## config.mk

```make
export PLATFORM = sky130hd
export DESIGN_NAME = display_keyscan_serial_master_top
export DESIGN_NICKNAME = d
export VERILOG_FILES = /design/src/rtl/core/dksm_pkg.sv /design/src/rtl/core/display_keyscan_serial_master_top.sv /design/src/rtl/core/dksm_front.sv /design/src/rtl/core/dksm_queue.sv /design/src/rtl/core/dksm_back.sv
export VERILOG_INCLUDE_DIRS = /design/src /design/src/rtl/core
export SDC_FILE = /design/constraint.sdc
export NUM_CORES = 1
export LEC_CHECK = 0
export BUFFER_PORTS_ARGS = -buffer_cell sky130_fd_sc_hd__buf_4
export CAP_MARGIN = 20
export CORE_AREA = 2 2 124 126
export CTS_CLUSTER_SIZE = 12
export DETAILED_ROUTE_END_ITERATION = 12
export DIE_AREA = 0 0 126 128
export PLACE_DENSITY_LB_ADDON = 0.1
export SYNTH_ARGS = -nofsm -noshare
export SYNTH_HDL_FRONTEND = slang
export SYNTH_HIERARCHICAL = 1
export SYNTH_SLANG_ARGS = --single-unit
```

## constraint.sdc

```tcl
create_clock -name clock -period 4.2 [get_ports clock]
set_input_delay 0.21 -clock clock [delete_from_list [all_inputs] [get_ports clock]]
set_output_delay 0.21 -clock clock [all_outputs]
set_load 0.05 [all_outputs]
```

## src/rtl/core/display_keyscan_serial_master_top_macros.svh

```systemverilog
// assertion helpers shared by the core
`ifndef DISPLAY_KEYSCAN_SERIAL_MASTER_TOP_MACROS_SVH
`define DISPLAY_KEYSCAN_SERIAL_MASTER_TOP_MACROS_SVH

// antecedent implies consequent in the same cycle
`define DKSM_ASSERT_IMPLIES(lbl, clk, rst, ante, cons, msg) \
   lbl: assert property (@(posedge clk) disable iff (rst) (ante) |-> (cons)) \
      else $error(msg);

// condition holds on every cycle out of reset
`define DKSM_ASSERT_ALWAYS(lbl, clk, rst, cond, msg) \
   lbl: assert property (@(posedge clk) disable iff (rst) (cond)) \
      else $error(msg);

`endif

```

## src/rtl/core/dksm_pkg.sv

```systemverilog
package dksm_pkg;

   localparam logic [2:0] KIND_TICK   = 3'd0;
   localparam logic [2:0] KIND_CMD    = 3'd1;
   localparam logic [2:0] KIND_WRITE  = 3'd2;
   localparam logic [2:0] KIND_READ   = 3'd3;
   localparam logic [2:0] KIND_BRIGHT = 3'd4;

   localparam logic [1:0] TXN_SINGLE = 2'd0;
   localparam logic [1:0] TXN_WRITE  = 2'd1;
   localparam logic [1:0] TXN_READ   = 2'd2;

   localparam logic [7:0] CMD_WRITE_DATA  = 8'h44;
   localparam logic [3:0] CMD_ADDR_HIGH   = 4'hC;
   localparam logic [7:0] CMD_READ_KEYS   = 8'h42;
   localparam logic [7:0] CMD_BRIGHT_BASE = 8'h88;
   localparam logic [3:0] LEVEL_MAX       = 4'd7;

   localparam logic [2:0] KEY_BYTES = 3'd4;

   localparam int QUEUE_DEPTH = 2;

   typedef struct packed {
      logic [2:0] kind;
      logic [7:0] cmd_byte;
      logic [3:0] reg_address;
      logic [7:0] data_byte;
      logic [3:0] level;
      logic       dio_in;
   } req_type;

   typedef struct packed {
      logic        stb_level;
      logic        clk_level;
      logic        dio_out;
      logic        dio_drive;
      logic        busy_res;
      logic        rejected;
      logic [31:0] key_bits;
      logic        keys_valid;
   } rsp_type;

   typedef struct packed {
      logic       is_request;
      logic [1:0] txn;
      logic [7:0] first_byte;
      logic [3:0] reg_address;
      logic [7:0] data_byte;
      logic       dio_in;
   } op_type;

endpackage

```

## src/rtl/core/display_keyscan_serial_master_top.sv

```systemverilog
// channel | ports                          | payload
// request | req_valid, req_ready, req_data | dksm_pkg::req_type
// result  | rsp_valid, rsp_ready, rsp_data | dksm_pkg::rsp_type
//
// one request per clock sustained while results are taken; each request yields one result
// an accepted request is written into the queue, and its result is then registered in the pin sequencer
// a two-entry queue between decode and pin sequencer absorbs result stalls
// reset is synchronous: strobe high, clock low, data driven, idle
module display_keyscan_serial_master_top (
   input  logic              clock,
   input  logic              reset,
   input  logic              req_valid,
   output logic              req_ready,
   input  dksm_pkg::req_type req_data,
   output logic              rsp_valid,
   input  logic              rsp_ready,
   output dksm_pkg::rsp_type rsp_data
);

   dksm_pkg::op_type dec_op;
   dksm_pkg::op_type q_op;
   logic             q_valid;
   logic             q_ready;

   dksm_front u_front (
      .req_data (req_data),
      .op       (dec_op)
   );

   dksm_queue u_queue (
      .clock      (clock),
      .reset      (reset),
      .push_valid (req_valid),
      .push_ready (req_ready),
      .push_op    (dec_op),
      .pop_valid  (q_valid),
      .pop_ready  (q_ready),
      .pop_op     (q_op)
   );

   dksm_back u_back (
      .clock     (clock),
      .reset     (reset),
      .op_valid  (q_valid),
      .op_ready  (q_ready),
      .op        (q_op),
      .rsp_valid (rsp_valid),
      .rsp_ready (rsp_ready),
      .rsp_data  (rsp_data)
   );

endmodule

```

## src/rtl/core/dksm_front.sv

```systemverilog
module dksm_front (
   input  dksm_pkg::req_type req_data,
   output dksm_pkg::op_type  op
);

   logic [3:0] level_sat;

   always_comb begin
      level_sat = (req_data.level > dksm_pkg::LEVEL_MAX) ? dksm_pkg::LEVEL_MAX
                                                          : req_data.level;
      op.is_request  = 1'b1;
      op.txn         = dksm_pkg::TXN_SINGLE;
      op.first_byte  = req_data.cmd_byte;
      op.reg_address = req_data.reg_address;
      op.data_byte   = req_data.data_byte;
      op.dio_in      = req_data.dio_in;
      case (req_data.kind)
         dksm_pkg::KIND_CMD: begin
            op.txn        = dksm_pkg::TXN_SINGLE;
            op.first_byte = req_data.cmd_byte;
         end
         dksm_pkg::KIND_WRITE: begin
            op.txn        = dksm_pkg::TXN_WRITE;
            op.first_byte = dksm_pkg::CMD_WRITE_DATA;
         end
         dksm_pkg::KIND_READ: begin
            op.txn        = dksm_pkg::TXN_READ;
            op.first_byte = dksm_pkg::CMD_READ_KEYS;
         end
         dksm_pkg::KIND_BRIGHT: begin
            op.txn        = dksm_pkg::TXN_SINGLE;
            op.first_byte = dksm_pkg::CMD_BRIGHT_BASE | {4'd0, level_sat};
         end
         default: begin
            // tick, and unused kinds act as ticks
            op.is_request = 1'b0;
         end
      endcase
   end

endmodule

```

## src/rtl/core/dksm_queue.sv

```systemverilog
`include "display_keyscan_serial_master_top_macros.svh"

module dksm_queue (
   input  logic             clock,
   input  logic             reset,
   input  logic             push_valid,
   output logic             push_ready,
   input  dksm_pkg::op_type push_op,
   output logic             pop_valid,
   input  logic             pop_ready,
   output dksm_pkg::op_type pop_op
);

   dksm_pkg::op_type entry_ff [dksm_pkg::QUEUE_DEPTH];
   logic       wr_ptr_ff, wr_ptr_in;
   logic       rd_ptr_ff, rd_ptr_in;
   logic [1:0] count_ff, count_in;
   logic       push, pop;

   assign push_ready = (count_ff != 2'(dksm_pkg::QUEUE_DEPTH));
   assign pop_valid  = (count_ff != 2'd0);
   assign pop_op     = entry_ff[rd_ptr_ff];
   assign push       = push_valid && push_ready;
   assign pop        = pop_valid && pop_ready;

   always_comb begin
      wr_ptr_in = push ? ~wr_ptr_ff : wr_ptr_ff;
      rd_ptr_in = pop ? ~rd_ptr_ff : rd_ptr_ff;
      count_in  = count_ff + {1'b0, push} - {1'b0, pop};
   end

   always_ff @(posedge clock) begin
      if (reset) begin
         wr_ptr_ff <= 1'b0;
         rd_ptr_ff <= 1'b0;
         count_ff  <= 2'd0;
      end else begin
         wr_ptr_ff <= wr_ptr_in;
         rd_ptr_ff <= rd_ptr_in;
         count_ff  <= count_in;
      end
   end

   always_ff @(posedge clock) begin
      if (push) begin
         entry_ff[wr_ptr_ff] <= push_op;
      end
   end

   `DKSM_ASSERT_ALWAYS(a_count_bound, clock, reset, count_ff != 2'd3, "queue count overflow")
   `DKSM_ASSERT_IMPLIES(a_ptr_match, clock, reset, count_ff == 2'd0 || count_ff == 2'd2, wr_ptr_ff == rd_ptr_ff, "queue pointers out of step")

endmodule

```

## src/rtl/core/dksm_back.sv

```systemverilog
`include "display_keyscan_serial_master_top_macros.svh"

module dksm_back (
   input  logic              clock,
   input  logic              reset,
   input  logic              op_valid,
   output logic              op_ready,
   input  dksm_pkg::op_type  op,
   output logic              rsp_valid,
   input  logic              rsp_ready,
   output dksm_pkg::rsp_type rsp_data
);

   localparam logic [3:0] PH_IDLE  = 4'd0;
   localparam logic [3:0] PH_SGL_H = 4'd1;
   localparam logic [3:0] PH_SGL_L = 4'd2;
   localparam logic [3:0] PH_WR_H  = 4'd3;
   localparam logic [3:0] PH_WR_L  = 4'd4;
   localparam logic [3:0] PH_GAP   = 4'd5;
   localparam logic [3:0] PH_RC_H  = 4'd6;
   localparam logic [3:0] PH_RC_L  = 4'd7;
   localparam logic [3:0] PH_RX_H  = 4'd8;
   localparam logic [3:0] PH_RX_L  = 4'd9;

   logic [3:0]  phase_ff, phase_in;
   logic [7:0]  shift_ff, shift_in;
   logic [2:0]  bit_ff, bit_in;
   logic [1:0]  byte_ff, byte_in;
   logic [31:0] acc_ff, acc_in;
   logic [3:0]  addr_ff, addr_in;
   logic [7:0]  hdata_ff, hdata_in;
   logic        strobe_ff, strobe_in;
   logic        clock_ff, clock_in;
   logic        data_ff, data_in;
   logic        drive_ff, drive_in;
   logic [31:0] keys_ff, keys_in;
   logic        rsp_valid_ff;
   dksm_pkg::rsp_type rsp_ff;
   dksm_pkg::rsp_type rsp_in;
   logic        take;
   logic        rej;
   logic        fin;
   logic [7:0]  gap_byte;

   assign op_ready  = !rsp_valid_ff || rsp_ready;
   assign take      = op_valid && op_ready;
   assign rsp_valid = rsp_valid_ff;
   assign rsp_data  = rsp_ff;
   assign gap_byte  = {dksm_pkg::CMD_ADDR_HIGH, addr_ff};

   always_comb begin
      phase_in  = phase_ff;
      shift_in  = shift_ff;
      bit_in    = bit_ff;
      byte_in   = byte_ff;
      acc_in    = acc_ff;
      addr_in   = addr_ff;
      hdata_in  = hdata_ff;
      strobe_in = strobe_ff;
      clock_in  = clock_ff;
      data_in   = data_ff;
      drive_in  = drive_ff;
      keys_in   = keys_ff;
      rej       = 1'b0;
      fin       = 1'b0;
      if (op.is_request && phase_ff != PH_IDLE) begin
         rej = 1'b1;
      end else if (op.is_request) begin
         strobe_in = 1'b0;
         drive_in  = 1'b1;
         byte_in   = 2'd0;
         shift_in  = op.first_byte;
         bit_in    = 3'd0;
         data_in   = op.first_byte[0];
         clock_in  = 1'b0;
         case (op.txn)
            dksm_pkg::TXN_WRITE: begin
               addr_in  = op.reg_address;
               hdata_in = op.data_byte;
               phase_in = PH_WR_H;
            end
            dksm_pkg::TXN_READ: phase_in = PH_RC_H;
            default:            phase_in = PH_SGL_H;
         endcase
      end else begin
         case (phase_ff)
            PH_SGL_H, PH_WR_H, PH_RC_H: begin
               clock_in = 1'b1;
               phase_in = phase_ff + 4'd1;
            end
            PH_SGL_L, PH_WR_L, PH_RC_L: begin
               clock_in = 1'b0;
               if (bit_ff != 3'd7) begin
                  bit_in   = bit_ff + 3'd1;
                  shift_in = {1'b0, shift_ff[7:1]};
                  data_in  = shift_ff[1];
                  phase_in = phase_ff - 4'd1;
               end else if (phase_ff == PH_SGL_L) begin
                  strobe_in = 1'b1;
                  phase_in  = PH_IDLE;
               end else if (phase_ff == PH_WR_L) begin
                  if (byte_ff == 2'd0) begin
                     strobe_in = 1'b1;
                     phase_in  = PH_GAP;
                  end else if (byte_ff == 2'd1) begin
                     byte_in  = 2'd2;
                     shift_in = hdata_ff;
                     bit_in   = 3'd0;
                     data_in  = hdata_ff[0];
                     phase_in = PH_WR_H;
                  end else begin
                     strobe_in = 1'b1;
                     phase_in  = PH_IDLE;
                  end
               end else begin
                  drive_in = 1'b0;
                  bit_in   = 3'd0;
                  byte_in  = 2'd0;
                  acc_in   = 32'd0;
                  phase_in = PH_RX_H;
               end
            end
            PH_GAP: begin
               strobe_in = 1'b0;
               byte_in   = 2'd1;
               shift_in  = gap_byte;
               bit_in    = 3'd0;
               data_in   = gap_byte[0];
               clock_in  = 1'b0;
               phase_in  = PH_WR_H;
            end
            PH_RX_H: begin
               clock_in = 1'b1;
               acc_in   = acc_ff | (32'(op.dio_in) << {byte_ff, bit_ff});
               phase_in = PH_RX_L;
            end
            PH_RX_L: begin
               clock_in = 1'b0;
               if (bit_ff != 3'd7) begin
                  bit_in   = bit_ff + 3'd1;
                  phase_in = PH_RX_H;
               end else if ({1'b0, byte_ff} + 3'd1 < dksm_pkg::KEY_BYTES) begin
                  byte_in  = byte_ff + 2'd1;
                  bit_in   = 3'd0;
                  phase_in = PH_RX_H;
               end else begin
                  drive_in  = 1'b1;
                  strobe_in = 1'b1;
                  keys_in   = acc_ff;
                  fin       = 1'b1;
                  phase_in  = PH_IDLE;
               end
            end
            PH_IDLE: phase_in = PH_IDLE;
            default: phase_in = PH_IDLE;
         endcase
      end
      rsp_in.stb_level  = strobe_in;
      rsp_in.clk_level  = clock_in;
      rsp_in.dio_out    = data_in;
      rsp_in.dio_drive  = drive_in;
      rsp_in.busy_res   = (phase_in != PH_IDLE);
      rsp_in.rejected   = rej;
      rsp_in.key_bits   = keys_in;
      rsp_in.keys_valid = fin;
   end

   always_ff @(posedge clock) begin
      if (reset) begin
         phase_ff     <= PH_IDLE;
         shift_ff     <= 8'd0;
         bit_ff       <= 3'd0;
         byte_ff      <= 2'd0;
         acc_ff       <= 32'd0;
         addr_ff      <= 4'd0;
         hdata_ff     <= 8'd0;
         strobe_ff    <= 1'b1;
         clock_ff     <= 1'b0;
         data_ff      <= 1'b0;
         drive_ff     <= 1'b1;
         keys_ff      <= 32'd0;
         rsp_valid_ff <= 1'b0;
      end else begin
         if (take) begin
            phase_ff  <= phase_in;
            shift_ff  <= shift_in;
            bit_ff    <= bit_in;
            byte_ff   <= byte_in;
            acc_ff    <= acc_in;
            addr_ff   <= addr_in;
            hdata_ff  <= hdata_in;
            strobe_ff <= strobe_in;
            clock_ff  <= clock_in;
            data_ff   <= data_in;
            drive_ff  <= drive_in;
            keys_ff   <= keys_in;
         end
         if (take) begin
            rsp_valid_ff <= 1'b1;
         end else if (rsp_ready) begin
            rsp_valid_ff <= 1'b0;
         end
      end
   end

   always_ff @(posedge clock) begin
      if (take) begin
         rsp_ff <= rsp_in;
      end
   end

   `DKSM_ASSERT_IMPLIES(a_idle_pins, clock, reset, phase_ff == PH_IDLE, strobe_ff && !clock_ff, "idle with frame pins active")
   `DKSM_ASSERT_IMPLIES(a_release_rx, clock, reset, !drive_ff, phase_ff == PH_RX_H || phase_ff == PH_RX_L, "data released outside key read")
   `DKSM_ASSERT_IMPLIES(a_keys_done, clock, reset, rsp_valid_ff && rsp_ff.keys_valid, !rsp_ff.busy_res && rsp_ff.dio_drive, "key result while busy")

endmodule
```

== After elaboration in Yosys (flattened, before gate mapping) ==
Memories as Yosys holds them, arrays and structs flattened. A register that Yosys moved wholly into a read port is not among the register bits.
Index checks and enable logic that the tools add are counted.

* Add/subtract/negate cells: 7
* Order comparisons: 2
* Equality and inequality tests: 34
* Shift operators: 1
* Mux-type cells: 85
* Bitwise logic cells: 6
* Reduce and logical (&&, ||, !) cells: 24

{| class="wikitable"
|+ Operator list
! kind !! number
|-
| $mux W32 || 8
|-
| $pmux W32 S2 || 1
|-
| $mux W8 || 6
|-
| $mux W1 || 34
|-
| $mux W4 || 8
|-
| $or A32 B32 Y32 || 1
|-
| $shl A1 B5 Y32 || 1
|-
| $pmux W10 S3 || 1
|-
| $mux W3 || 9
|-
| $reduce_and A7 Y1 || 3
|-
| $pmux W4 S5 || 1
|-
| $mux W2 || 9
|-
| $eq A4 B3 Y1 const B || 4
|-
| $pmux W8 S2 || 1
|-
| $ne A4 B1 Y1 const B || 3
|-
| $reduce_bool A4 Y1 || 3
|-
| $reduce_or A4 Y1 || 3
|-
| $ne A5 B3 Y1 const B || 2
|-
| $ne A3 B2 Y1 const B || 3
|-
| $pmux W3 S3 || 1
|-
| $reduce_and A9 Y1 || 1
|-
| $eq A4 B2 Y1 const B || 2
|-
| $eq A4 B4 Y1 const B || 2
|-
| $ne A2 B2 Y1 const B || 4
|-
| other kinds (33) || 48
|}

* Flip-flop bits (word level): 141
* RAM bits: 48
* Output and inout port bits: 41
* Word-level logic and storage cells: 184
* Memories: 1

{| class="wikitable"
|+ Memory list
! memory !! words !! width !! read ports !! clocked after memory_dff !! write ports !! line !! text
|-
| u_queue.entry_ff || 2 || 24 || 1 || 1 || 1 || dksm_queue.sv:14 || <nowiki>dksm_pkg::op_type entry_ff [dksm_pkg::QUEUE_DEPTH];</nowiki>
|}

== Logic depth before layout (Yosys ltp) ==
* Word-level depth: 10
* Mapped depth: 9

== By module ==
The synthesis kept the hierarchy.

{| class="wikitable"
|+ By module, submodules not included
! module !! times used !! cells an instance !! area an instance (um^2)
|-
| dksm_back || 1 || 629 || 6140.9
|-
| dksm_queue || 1 || 99 || 2058.2
|-
| dksm_front || 1 || 49 || 312.8
|}

== Worst setup path after synthesis ==
No wires, ideal clock.

* Path kind: flip-flop to flip-flop
* Start: register u_back.rsp_valid_ff, in the netlist u_back/rsp_valid
* End: register u_back.addr_ff[0]
* Library setup time: 0.128 ns
* Arrival time: 2.953 ns
* Data required time: 4.072 ns
* Setup slack: 1.119 ns
* Stages on the path, launching flop included: 8
* Path buffers: 1
* Cell sequence: dfxtp_1 > nand2b_1 > nand2_1 > clkinv_1 > nand4_1 > buf_4 > mux2i_1 > nor2_1

* Longest elaborated chain between the ends: 4

{| class="wikitable"
|+ RTL lines
! element !! line !! text
|-
| start: declaration || dksm_back.sv:37 || <nowiki>logic rsp_valid_ff;</nowiki>
|-
| start signal: assignment || dksm_back.sv:182 || <nowiki>rsp_valid_ff <= 1'b0;</nowiki>
|-
| start signal: assignment || dksm_back.sv:199 || <nowiki>rsp_valid_ff <= 1'b1;</nowiki>
|-
| start signal: assignment || dksm_back.sv:201 || <nowiki>rsp_valid_ff <= 1'b0;</nowiki>
|-
| $logic_not A1 Y1 || dksm_back.sv:45 || <nowiki>assign op_ready = !rsp_valid_ff || rsp_ready;</nowiki>
|-
| $logic_or A1 B1 Y1 || dksm_back.sv:45 ||
|-
| via q_ready || display_keyscan_serial_master_top.sv:23 || <nowiki>logic q_ready;</nowiki>
|-
| $logic_and A1 B1 Y1 || dksm_back.sv:46 || <nowiki>assign take = op_valid && op_ready;</nowiki>
|-
| via u_back.take || dksm_back.sv:40 || <nowiki>logic take;</nowiki>
|-
| $reduce_and A4 Y1 (no line) || n/a ||
|-
| end signal: assignment || dksm_back.sv:190 || <nowiki>addr_ff <= addr_in;</nowiki>
|-
| end: declaration || dksm_back.sv:30 || <nowiki>logic [3:0] addr_ff, addr_in;</nowiki>
|}

The timed path passes the listed nets, and every way through them passes these cells.
A chain may end at the register's enable or synchronous reset.

== Final worst setup path ==
* Start: register u_back.bit_ff[0]
* End: register u_back.acc_ff[6]

* Longest elaborated chain between the ends: 3
* Elaborated cells between the ends (all ways): 6

{| class="wikitable"
|+ RTL lines
! element !! line !! text
|-
| start: declaration || dksm_back.sv:27 || <nowiki>logic [2:0] bit_ff, bit_in;</nowiki>
|-
| start signal: assignment || dksm_back.sv:187 || <nowiki>bit_ff <= bit_in;</nowiki>
|-
| $ne A3 B3 Y1 or $shl A1 B5 Y32 (tied branches) || dksm_back.sv:93, dksm_back.sv:134 ||
|-
| $ne A2 B2 Y1 (no line) or $or A32 B32 Y32 (tied branches) || n/a ||
|-
| $reduce_and A7 Y1 (no line) or $pmux W32 S2 (tied branches) || n/a ||
|-
| end signal: assignment || dksm_back.sv:189 || <nowiki>acc_ff <= acc_in;</nowiki>
|-
| end: declaration || dksm_back.sv:29 || <nowiki>logic [31:0] acc_ff, acc_in;</nowiki>
|}

Parallel ways exist; a longest one is shown, timed or not.

==> key figures <==
Outcome
  • Status: finished clean

Synthesis
  • Unique masters post-synth: 77
  • Sequential area share after synthesis: a little over half
  • Post-synth EDFFs: 87
  • Syn avg cell area: 10.95 um2
  • Post-synth top cells: 102 x dfxtp_1, 87 x edfxtp_1, 77 x nand2_1
  • Yosys reg bits: 189
  • Mapped Area: 0.008512 mm2
  • Largest area contributor in the netlist: edfxtp_1
  • Ys Warns: 6
  • Synth top area share: a little under a third
  • Most common cell in the synthesized netlist: dfxtp_1
  • Primary FF master, synth: dfxtp_1
  • Area contributors post-synth: edfxtp_1 31%, dfxtp_1 24%, mux2_2 4.4%
  • Syn Inst Count: 777
  • Synth Net Count: ~830
  • Ys async rst share: 0%

Clock tree
  • Clk root buf: clkbuf_16
  • Postcts setup bufs: 0
  • Total CTS buffers: 17
  • Clock-pin slew on the worst setup and hold paths: 0.07 ns
  • CTS tree: built
  • Skew-Pair Late Insertion Delay: 0.43 ns
  • H-tree depth: 4
  • CTS sink cnt: 189
  • CTS Buffer Depth: 2

Route
  • First-pass iteration count of the detailed router: 6
  • 1st-iter DRT viols: approximately 470
  • DR vias: 5,989
  • Vias per cell: 5.803
  • DRC: 0
  • Aggregate routed wire length: 17,860 um
  • WL per Instance: 17.31 um
  • Antenna viol nets, final: 0

Power
  • Total power draw: 0.006320 W
  • Peak supply drop: approximately 330 uV
  • Internal power: 0.004006 W
  • Leak: 3.742 nW
  • Switching Fraction: 36.61%
  • Pwr Density: 643.9 mW/mm2
  • Seq pwr share: 38.6%
  • Clock group share of total power: 26.1%
  • Switch Pwr: 0.002314 W
  • Gate power share: 35.3%

Floorplanning
  • Core box area: around 0.015 mm2
  • Die width: between 100 and 150 um
  • Initial Util: 57.26%
  • FP Rows: 45
  • Top Ports: between 70 and 80
  • DIE AREA: ~0.016 mm2
  • Die height: 128 um

Layout
  • Area of the multi-input gates: 0.003438 mm2
  • ANT cells: 0
  • Filler cell count: 1,125
  • P&R area growth vs syn: 15.30%
  • FF/Latch Area: 0.004654 mm2
  • Nets: 879
  • Proportion of layout cells with a drive suffix above 1: 22.27%

Critical path
  • Data required, critical path: 4.56 ns
  • R2R Setup Slk: 0.89 ns
  • Critical Path AT: 3.67 ns
  • Startpoint Class: register
  • CP max FO: 23
  • Worst setup EP type: register
  • FF-to-FF End: u_back/acc_ff[6]$_SDFFE_PP0P_
  • R2R cell count: 7
  • Worst r2r src: u_back/bit_ff[0]$_SDFFE_PP0P_
  • Worst setup path class: reg2reg

GRT
  • First-pass GRT wire length: a little under 30,000 um
  • Initial antenna violation count: 0
  • Grt ovf: 0
  • Largest net degree at the start of global routing: 67
  • Vias in the first global route: 5,882
  • GRT Overall Usage: 22.74%

Timing
  • Slew headroom: 33.70%
  • Crit path time final: roughly 3.3 ns
  • Highest clock rate: 0.3020 GHz
  • Hold Violations, Final: 0
  • Tcrit/Tclk final: 78.83%
  • Final Setup Violations: 0
  • Slew @ Worst Pin: 0.9945 ns
  • RSZ-0062 raised after global routing: no
  • Setup Skew: between 0.006 and 0.007 ns
  • Max-slew violations: 0
  • Setup TNS: 0 ns

Worst hold path
  • Hold Path Origin: req_data[22]
  • WHS Endpoint: u_queue/entry_ff[1][18]$_DFFE_PP_
  • Hold Crit Class: in2reg
  • Hold Path Cell Cnt: 2

Placement
  • IO buf count: 72
  • HPWL Detailed: between 10,000 and 15,000 um
  • Placer Congestion: 0.8726

Flow run
  • Max_cap viols: 0
## layout by cell type (no fill, tap or decap), drive strengths merged, types with 4 or more instances in the layout
cell / count
a2111oi: 5
a211oi: 11
a21oi: 45
a221oi: 7
a31oi: 40
and2: 6
buf: 81
clkbuf: 20
clkinv: 6
dfxtp: 102
dlygate4sd3: 13
edfxtp: 87
ha: 16
inv: 32
mux2: 58
mux2i: 21
nand2: 78
nand2b: 9
nand3: 8
nand3b: 4
nand4: 5
nor2: 76
nor2b: 10
nor3: 14
o21ai: 22
o31ai: 4
o32ai: 4
or2: 6
## sequential cells by signal (all words and copies together) (netlist names), 4 cells and up, named ones only
register,cells
u_back/acc_ff,32
u_back/addr_ff,4
u_back/hdata_ff,8
u_back/keys_ff,32
u_back/phase_ff,4
u_back/rsp_data,39
u_back/shift_ff,7
u_queue/entry_ff,48
## worst max-delay path: stages, from the launching register on
cell,delay (ns)
dfxtp_1,0.41
ha_1,0.18
ha_1,0.79
nor2b_1,0.31
nand3_2,0.27
a2111oi_4,0.94
a31oi_1,0.19
nor2_1,0.14
## cell type report
cell class                      count  area share [%]
Inverter                           30           1.147
Multi-Input combinational cell    499           35.03
Timing Repair Buffer               94           7.802
Sequential cell                   189           47.42
Clock inverter                     12           1.645
Tap cell                          188           2.397
Clock buffer                       20           4.551
## stage by stage
| step | setup slack, ns | hold slack [ns] | std cells | utilization (%) | cell area (um2) |
|---|---|---|---|---|---|
| after floorplan | 1.119 | 0.2816 | 777 | - | 8512 |
| after global placement | 1.092 | 0.3947 | 985 | 60.77 | 9034 |
| after detailed placement | 0.9550 | 0.3974 | 986 | 60.88 | 9049 |
| after CTS | 0.9045 | 0.06924 | 1031 | 65.84 | 9787 |
| after global routing | 0.5899 | 0.09745 | 1032 | 66.03 | 9814 |
| final | 0.8892 | 0.08520 | 1032 | 66.03 | 9814 |
## per-layer routing
layer	vias up	part of all wire [%]	global-route usage, %
met5	-	0	0
met4	0	2.3	10.41
met3	28	4.0	4.048
met2	167	52	40.16
met1	2887	42	27.13
li1	2907	-	-
## worst max-delay path by stage
| stage | from | endpoint | slack [ns] | cells after the start |
|---|---|---|---|---|
| after floorplan | u_back/rsp_valid$_SDFFE_PP0P_ | u_back/addr_ff[0]$_SDFFE_PP0P_ | 1.12 | 7 |
| after global placement | u_back/bit_ff[0]$_SDFFE_PP0P_ | u_back/acc_ff[27]$_SDFFE_PP0P_ | 1.09 | 7 |
| after detailed placement | u_back/bit_ff[0]$_SDFFE_PP0P_ | u_back/acc_ff[2]$_SDFFE_PP0P_ | 0.95 | 7 |
| after CTS | u_back/bit_ff[0]$_SDFFE_PP0P_ | u_back/acc_ff[6]$_SDFFE_PP0P_ | 0.90 | 7 |
| after global routing | u_back/bit_ff[0]$_SDFFE_PP0P_ | u_back/acc_ff[18]$_SDFFE_PP0P_ | 0.59 | 7 |
| final | u_back/bit_ff[0]$_SDFFE_PP0P_ | u_back/acc_ff[6]$_SDFFE_PP0P_ | 0.89 | 7 |
## power groups by stage
stage	logic (W)	clock network (W)	registers (W)
2_1_floorplan	0.00116	0	0.00296
3_3_place_gp	0.00217	0	0.00246
3_5_place_dp	0.00221	0	0.00248
4_1_cts	0.00222	0.00168	0.00244
5_1_grt	0.00240	0.00175	0.00247
6_report	0.00223	0.00165	0.00244
## timing repair
item	4_1_cts	5_1_grt
hold buffers	13	0
setup endpoints to repair	0	0
hold endpoints to repair	26	0
gates resized for setup	0	0
## cell families (layout without fill, tap and decap cells)
kind of cell | Yosys count | in the layout | synth area share (%)
AND/OR/NAND/NOR | 233 | 233 | 12.92
flip-flops | 189 | 189 | 54.68
AO/OA/AOI/OAI | 167 | 167 | 13.41
buffers and inverters | 89 | 156 | 5.159
multiplexers | 79 | 79 | 11.07
adder cells (fa/ha/maj) | 16 | 16 | 2.352
XOR/XNOR | 4 | 4 | 0.4117
Note: power is estimated with default switching activity, not from simulation.
